**src/hw/rtl/tcf_pkg.sv**
```systemverilog
`default_nettype none
package tcf_pkg;

	localparam int ANGLE_FRAC_BITS_DEF   = 12;
	localparam int CORDIC_ITERATIONS_DEF = 16;

	localparam int EST_W   = 24;
	localparam int CFG_IW  = 8;
	localparam int CFG_DW  = 32;

	// register indexes
	localparam logic [CFG_IW-1:0] REG_ROLL_OFS   = 8'd0;
	localparam logic [CFG_IW-1:0] REG_PITCH_OFS  = 8'd1;
	localparam logic [CFG_IW-1:0] REG_GX_OFS     = 8'd2;
	localparam logic [CFG_IW-1:0] REG_GY_OFS     = 8'd3;
	localparam logic [CFG_IW-1:0] REG_GAIN       = 8'd4;
	localparam logic [CFG_IW-1:0] REG_PITCH_THR  = 8'd5;
	localparam logic [CFG_IW-1:0] REG_STEP_SIZE  = 8'd6;
	localparam logic [CFG_IW-1:0] REG_MAX_STEPS  = 8'd7;

	localparam logic KIND_BUTTON = 1'b0;
	localparam logic KIND_SAMPLE = 1'b1;

	typedef enum logic [2:0] {
		AX_IDLE,
		AX_CORDIC,
		AX_ROUND,
		AX_MUL,
		AX_PREP,
		AX_DIV,
		AX_FIN
	} ax_state_t;

	typedef enum logic [2:0] {
		T_IDLE,
		T_START,
		T_RUN,
		T_SPREP,
		T_SDIV,
		T_EMIT
	} top_state_t;

	// arctan(2^-i) in degrees, Q24
	function automatic logic [31:0] atan_q24(input logic [4:0] idx);
		logic [31:0] v;
		case (idx)
			5'd0:  v = 32'd754974720;
			5'd1:  v = 32'd445687602;
			5'd2:  v = 32'd235489088;
			5'd3:  v = 32'd119537938;
			5'd4:  v = 32'd60000934;
			5'd5:  v = 32'd30029717;
			5'd6:  v = 32'd15018523;
			5'd7:  v = 32'd7509719;
			5'd8:  v = 32'd3754918;
			5'd9:  v = 32'd1877465;
			5'd10: v = 32'd938734;
			5'd11: v = 32'd469367;
			5'd12: v = 32'd234684;
			5'd13: v = 32'd117342;
			5'd14: v = 32'd58671;
			5'd15: v = 32'd29335;
			5'd16: v = 32'd14668;
			5'd17: v = 32'd7334;
			5'd18: v = 32'd3667;
			5'd19: v = 32'd1833;
			5'd20: v = 32'd917;
			5'd21: v = 32'd458;
			5'd22: v = 32'd229;
			5'd23: v = 32'd115;
			default: v = 32'd0;
		endcase
		return v;
	endfunction

endpackage
`default_nettype wire

```
**src/hw/rtl/tcf_axis.sv**
```systemverilog
`default_nettype none
// One tilt axis: CORDIC atan2, gyro prediction, 49:1 blend with a bit-serial divide by 50.
module tcf_axis #(
	parameter int ANGLE_FRAC_BITS   = tcf_pkg::ANGLE_FRAC_BITS_DEF,
	parameter int CORDIC_ITERATIONS = tcf_pkg::CORDIC_ITERATIONS_DEF
) (
	input  wire                              clk,
	input  wire                              arst_n,
	input  wire                              start,
	input  wire logic signed [15:0]          num,
	input  wire logic signed [15:0]          den,
	input  wire logic signed [21:0]          gyro,
	input  wire logic signed [21:0]          gyro_ofs,
	input  wire logic signed [20:0]          ang_ofs,
	input  wire logic [15:0]                 gain,
	input  wire                              sub_gyro,
	output logic signed [tcf_pkg::EST_W-1:0] est,
	output logic                             done
);
	localparam int NI = (CORDIC_ITERATIONS < 24) ? CORDIC_ITERATIONS : 24;
	localparam int IW = $clog2(NI);
	localparam int XW = 42;
	localparam int ZW = 34;
	localparam int SH = 24 - ANGLE_FRAC_BITS;
	localparam int EW = tcf_pkg::EST_W;
	localparam logic signed [ZW-1:0] Z90 = 34'sd1509949440;
	localparam logic signed [ZW-1:0] ZRND = 34'sd1 <<< (SH - 1);
	localparam logic signed [ZW-1:0] ZLIM = 34'sd180 <<< ANGLE_FRAC_BITS;
	localparam logic signed [39:0] PRND = 40'sd1 <<< (SH - 1);
	localparam logic [40:0] DSAT = 41'd50 << 24;

	tcf_pkg::ax_state_t state_q, state_d;

	logic signed [XW-1:0] x_q, y_q;
	logic signed [ZW-1:0] z_q;
	logic [IW-1:0]        cnt_q;
	logic                 zero_q;
	logic signed [39:0]   p_q;
	logic signed [25:0]   ang_q;
	logic signed [32:0]   pred_q;
	logic signed [39:0]   n_q;
	logic [5:0]           rem_q;
	logic [23:0]          sh_q, quo_q;
	logic [4:0]           dcnt_q;
	logic                 sat_q, neg_q;
	logic signed [EW-1:0] est_q;

	logic signed [XW-1:0] sn, sd, xsh, ysh;
	logic signed [ZW-1:0] atn, zr, zc;
	logic signed [22:0]   rate;
	logic signed [39:0]   delta;
	logic [40:0]          dd;
	logic [6:0]           tr;
	logic                 ge;
	logic [24:0]          nmag;

	assign sn   = {{2{num[15]}}, num, 24'b0};
	assign sd   = {{2{den[15]}}, den, 24'b0};
	assign xsh  = x_q >>> cnt_q;
	assign ysh  = y_q >>> cnt_q;
	assign atn  = ZW'(signed'({1'b0, tcf_pkg::atan_q24(5'(cnt_q))}));
	assign rate = 23'(gyro) - 23'(gyro_ofs);
	assign zr   = (z_q + ZRND) >>> SH;
	assign zc   = (zr > ZLIM) ? ZLIM : ((zr < -ZLIM) ? -ZLIM : zr);
	assign delta = (p_q + PRND) >>> SH;
	assign dd   = n_q[39] ? (41'sd25 - 41'(n_q)) : (41'(n_q) + 41'sd25);
	assign tr   = {rem_q, sh_q[23]};
	assign ge   = tr >= 7'd50;
	assign nmag = {1'b0, quo_q};

	always_comb begin
		state_d = state_q;
		done    = 1'b0;
		case (state_q)
			tcf_pkg::AX_IDLE:   if (start) state_d = tcf_pkg::AX_CORDIC;
			tcf_pkg::AX_CORDIC: if (cnt_q == IW'(NI - 1)) state_d = tcf_pkg::AX_ROUND;
			tcf_pkg::AX_ROUND:  state_d = tcf_pkg::AX_MUL;
			tcf_pkg::AX_MUL:    state_d = tcf_pkg::AX_PREP;
			tcf_pkg::AX_PREP:   state_d = tcf_pkg::AX_DIV;
			tcf_pkg::AX_DIV:    if (dcnt_q == 5'd23) state_d = tcf_pkg::AX_FIN;
			tcf_pkg::AX_FIN: begin
				done    = 1'b1;
				state_d = tcf_pkg::AX_IDLE;
			end
			default: state_d = tcf_pkg::AX_IDLE;
		endcase
	end

	always_ff @(posedge clk or negedge arst_n) begin
		if (!arst_n) begin
			state_q <= tcf_pkg::AX_IDLE;
			est_q   <= '0;
		end else begin
			state_q <= state_d;
			if (state_q == tcf_pkg::AX_FIN) begin
				if (sat_q)
					est_q <= neg_q ? {1'b1, {(EW-1){1'b0}}} : {1'b0, {(EW-1){1'b1}}};
				else if (!neg_q)
					est_q <= quo_q[23] ? {1'b0, {(EW-1){1'b1}}} : {1'b0, quo_q[22:0]};
				else if (nmag > 25'd8388608)
					est_q <= {1'b1, {(EW-1){1'b0}}};
				else
					est_q <= EW'(-nmag);
			end
		end
	end

	always_ff @(posedge clk) begin
		case (state_q)
			tcf_pkg::AX_IDLE: begin
				cnt_q  <= '0;
				zero_q <= (num == 16'sd0) && (den == 16'sd0);
				p_q    <= 40'(rate * signed'({1'b0, gain}));
				if (den < 0) begin
					if (num >= 0) begin
						x_q <= sn; y_q <= -sd; z_q <= Z90;
					end else begin
						x_q <= -sn; y_q <= sd; z_q <= -Z90;
					end
				end else begin
					x_q <= sd; y_q <= sn; z_q <= '0;
				end
			end
			tcf_pkg::AX_CORDIC: begin
				cnt_q <= cnt_q + 1'b1;
				if (y_q > 0) begin
					x_q <= x_q + ysh; y_q <= y_q - xsh; z_q <= z_q + atn;
				end else begin
					x_q <= x_q - ysh; y_q <= y_q + xsh; z_q <= z_q - atn;
				end
			end
			tcf_pkg::AX_ROUND: begin
				ang_q  <= zero_q ? -26'(ang_ofs) : 26'(zc) - 26'(ang_ofs);
				pred_q <= sub_gyro ? 33'(est_q) - 33'(delta) : 33'(est_q) + 33'(delta);
			end
			tcf_pkg::AX_MUL: begin
				n_q <= (40'(pred_q) <<< 5) + (40'(pred_q) <<< 4) + 40'(pred_q) + 40'(ang_q);
			end
			tcf_pkg::AX_PREP: begin
				sat_q  <= dd >= DSAT;
				neg_q  <= n_q[39];
				rem_q  <= dd[29:24];
				sh_q   <= dd[23:0];
				dcnt_q <= '0;
			end
			tcf_pkg::AX_DIV: begin
				rem_q  <= ge ? 6'(tr - 7'd50) : tr[5:0];
				quo_q  <= {quo_q[22:0], ge};
				sh_q   <= {sh_q[22:0], 1'b0};
				dcnt_q <= dcnt_q + 1'b1;
			end
			default: ;
		endcase
	end

	assign est = est_q;

endmodule
`default_nettype wire

```
**config.mk**
```make
export PLATFORM = sky130hd
export DESIGN_NAME = tcf_axis
export DESIGN_NICKNAME = d
export VERILOG_FILES = /design/src/hw/rtl/tcf_pkg.sv /design/src/hw/rtl/tcf_axis.sv
export SDC_FILE = /design/constraint.sdc
export NUM_CORES = 2
export LEC_CHECK = 0
export BUFFER_PORTS_ARGS = -buffer_cell sky130_fd_sc_hd__buf_4
export CAP_MARGIN = 15
export CORE_UTILIZATION = 35
export CTS_CLUSTER_DIAMETER = 100
export CTS_CLUSTER_SIZE = 14
export DETAILED_ROUTE_END_ITERATION = 8
export PLACE_DENSITY = 0.63
export SLEW_MARGIN = 20
export SYNTH_ARGS = -nofsm -noshare
export SYNTH_HDL_FRONTEND = slang
export SYNTH_SLANG_ARGS = --single-unit
```
**constraint.sdc**
```tcl
create_clock -name clk -period 5.3 [get_ports clk]
set_input_delay 1.06 -clock clk [delete_from_list [all_inputs] [get_ports clk]]
set_output_delay 1.06 -clock clk [all_outputs]
set_load 0.01 [all_outputs]
```
==> reports/metrics.cfg <==
[grt]
gr-total-overflow = 0
grt_usage_pct = 19.4
grt_pass1_wl_mm = 230
antenna_found_initial = 2
grt_max_degree = 79
grt_pass1_vias = 43836

[yosys]
synth-edff-count = 308
ys.flop_type = edfxtp_1
ys_seq_area_share_pct = 21.1
syn_nets = 6468
syn_inst = 5573
synth-seq-cells = 365
synth.avg_cell_area_um2 = 8.97
yosys_warnings = 0
syn_area_um2 = 50000
synthArstFlopShare_pct = 7.40
synthDistinctLibCells = 99

[die]
rows = 138
dieWidth_um = 380
io_pins = 142
start_util_pct = 35.3
die_area_um2 = 144000
fp.dieH_um = 380
core-area_um2 = 142000

[worst_setup_path]
crit_required_ns = 5.70
rr_startpoint = cnt_q[0]
cp_num_buf_inv = 9
r2r_slack_ns = -0.50
arrival_ns = 8.66
cp_slowest_cell = fa_2
critPathMaxFanout = 3
reg2regPathDepth = 23
cpPeakStageDelay_ns = 0.52
r2r-end = x_q[41]
crit_type = in2reg
critPathLaunchType = primary input
path_delay_family = adder cells
endpoint_kind = flip-flop

[sta]
timing.hold.ws_ns = 0.346
finalSetupViolCount = 55
worst_pin_slew_ns = 1.12
fmax_mhz = 121
drv_slew = 0
finalCritPeriodShare_pct = 156
setup_slack_ns = -2.96
max-slew-margin-rel_pct = 25.3
grt_setup_unrepaired = true
fin_crit_ns = 8.26
skew_ns = 0.0354
finalHoldViolCount = 0

[cells_and_area]
area_growth_pct = 28.2
fin_util_pct = 45.2
layout-drive-gt1-share_pct = 27.4
insertedDiodeCount = 0
fin_nets = 7426
final_cells = 8446
final_area_um2 = 64100

[cts]
cts_buffer_depth = 3
clk_pin_slew_ns = 0.08
cts_buffers = 31
clock-sinks = 365
cts-root-buf = clkbuf_16
clk_latency_ns = 0.66
hold_buffers = 0
h-tree-depth = 1
cts_tree = built

[status]
failed_checks = setup timing
status = finished, violations left

[routing]
ant_nets = 0
wl_per_cell_um = 17.2
vias = 44140
wirelength_mm = 145
drc = 0
met2WireLength_mm = 68.3
dr.pass1.iters = 6
vias_per_cell = 5.23
drt_first_iter_violations = 2945
routed.top_layer = met5
routedLengthMet1_mm = 65.4
wl_met3_mm = 7.70

[placement]
numPortBuffers = 141
post_dp_cell_area_um2 = 59400
gp_congestion = 0.894
place_inst = 8206
place_hpwl_mm = 115

[job]
max_cap_violations = 0

[worst_hold_path]
hold_path.class = in2async

## cell usage after synthesis, types with 46 or more instances
library cell,instances,share of area (%)
xnor2_1,272,4.8
nand3_1,102,1.0
inv_1,589,4.4
xor2_1,214,3.8
mux4_2,90,4.1
a21oi_1,354,3.5
nand2_1,558,4.2
mux2i_1,61,1.2
nand2b_1,46,0.58
nor3_1,110,1.1
ha_1,359,9.0
and2_1,194,2.4
clkbuf_1,173,1.3
nor2_1,393,3.0
or3_1,61,0.76
edfxtp_1,308,19
fa_1,419,17
nor2b_1,61,0.76
o21ai_0,301,3.0
a21o_1,120,1.8
and3_1,54,0.68
a31oi_1,48,0.60
## how the worst max path moves through the flow
| stage | start | to | slack (ns) | depth (start not counted) |
|---|---|---|---|---|
| floorplan | gyro[0] | p_q[36] | -3.14 | 34 |
| global placement | gyro[0] | p_q[39] | -3.67 | 37 |
| detailed placement | gyro[0] | p_q[39] | -3.82 | 37 |
| CTS | gyro[0] | p_q[36] | -2.87 | 38 |
| global route | gyro[0] | p_q[36] | -3.21 | 35 |
| finish | gyro[0] | p_q[36] | -2.96 | 38 |
## cell usage in the layout, fill, tap and decap left out, types with 38 or more instances in the layout
| cell type | count |
|---|---|
| edfxtp_1 | 308 |
| o21a_1 | 42 |
| buf_6 | 63 |
| ha_1 | 326 |
| mux4_2 | 96 |
| xor2_1 | 207 |
| o21ai_0 | 216 |
| or3_1 | 56 |
| o21ai_1 | 51 |
| nor2_1 | 358 |
| mux2i_1 | 55 |
| a31oi_1 | 38 |
| o211ai_1 | 42 |
| nand2_1 | 535 |
| and2_1 | 178 |
| inv_1 | 556 |
| nor2b_1 | 51 |
| buf_4 | 1048 |
| a21o_1 | 120 |
| a21oi_2 | 58 |
| and3_1 | 48 |
| xnor2_1 | 245 |
| nor3_1 | 93 |
| fa_1 | 407 |
| nand2b_1 | 44 |
| a21oi_1 | 293 |
| nand4_1 | 42 |
| nand3_1 | 92 |
## kinds of logic (layout without fill, tap and decap cells)
kind of cell               Yosys count  count (layout)  synth area share [%]
buffers and inverters              812            1795                  6.36
and+or+nand+nor                   1759            1759                  17.1
adders and majority gates          782             782                  25.9
xor gates and xnor gates           486             486                  8.52
AOI/OAI and AO/OA                 1176            1176                  14.7
muxes                              193             193                  6.40
DFF                                365             365                  21.1
## flip-flops by register name, summed over array words and instances, names as in the netlist, 3 cells and up
name,cells
z_q,34
cnt_q,4
pred_q,29
rem_q,6
ang_q,26
sh_q,24
quo_q,24
p_q,29
est,24
dcnt_q,5
x_q,42
y_q,42
n_q,40
state_q,3
atn,30
## layer usage
| metal | vias up | GRT usage [%] |
|---|---|---|
| met3 | 189 | 2.30 |
| met4 | 2 | 4.88 |
| met1 | 21588 | 26.6 |
| li1 | 21220 | - |
| met5 | - | 0 |
| met2 | 1141 | 32.2 |
## per-stage QoR
stage               worst slack [ns]  setup TNS (ns)
finish                         -2.96          -76.02
global placement               -3.67         -104.96
detailed placement             -3.82         -108.96
floorplan                      -3.14          -72.86
CTS                            -2.87          -71.10
global route                   -3.21          -92.01
## cell type report
type                       count  area (µm²)
fill                       13454       77500
multi-input combinational   4396       38700
sequential                   365       10500
timing repair buffer        1145        9280
tap                         1890        2360
inverter                     592        2240
clock buffer                  51         871
clock inverter                 7        56.3
## repair_timing
action,in CTS,in global routing
gates resized for setup,332,277
pin swaps,206,274
gates cloned,2,1
setup buffers,135,81
setup endpoints to repair,90,103
Power is not shown: default switching activity piles up to over one toggle a cycle in this logic, so the estimate is an artifact.
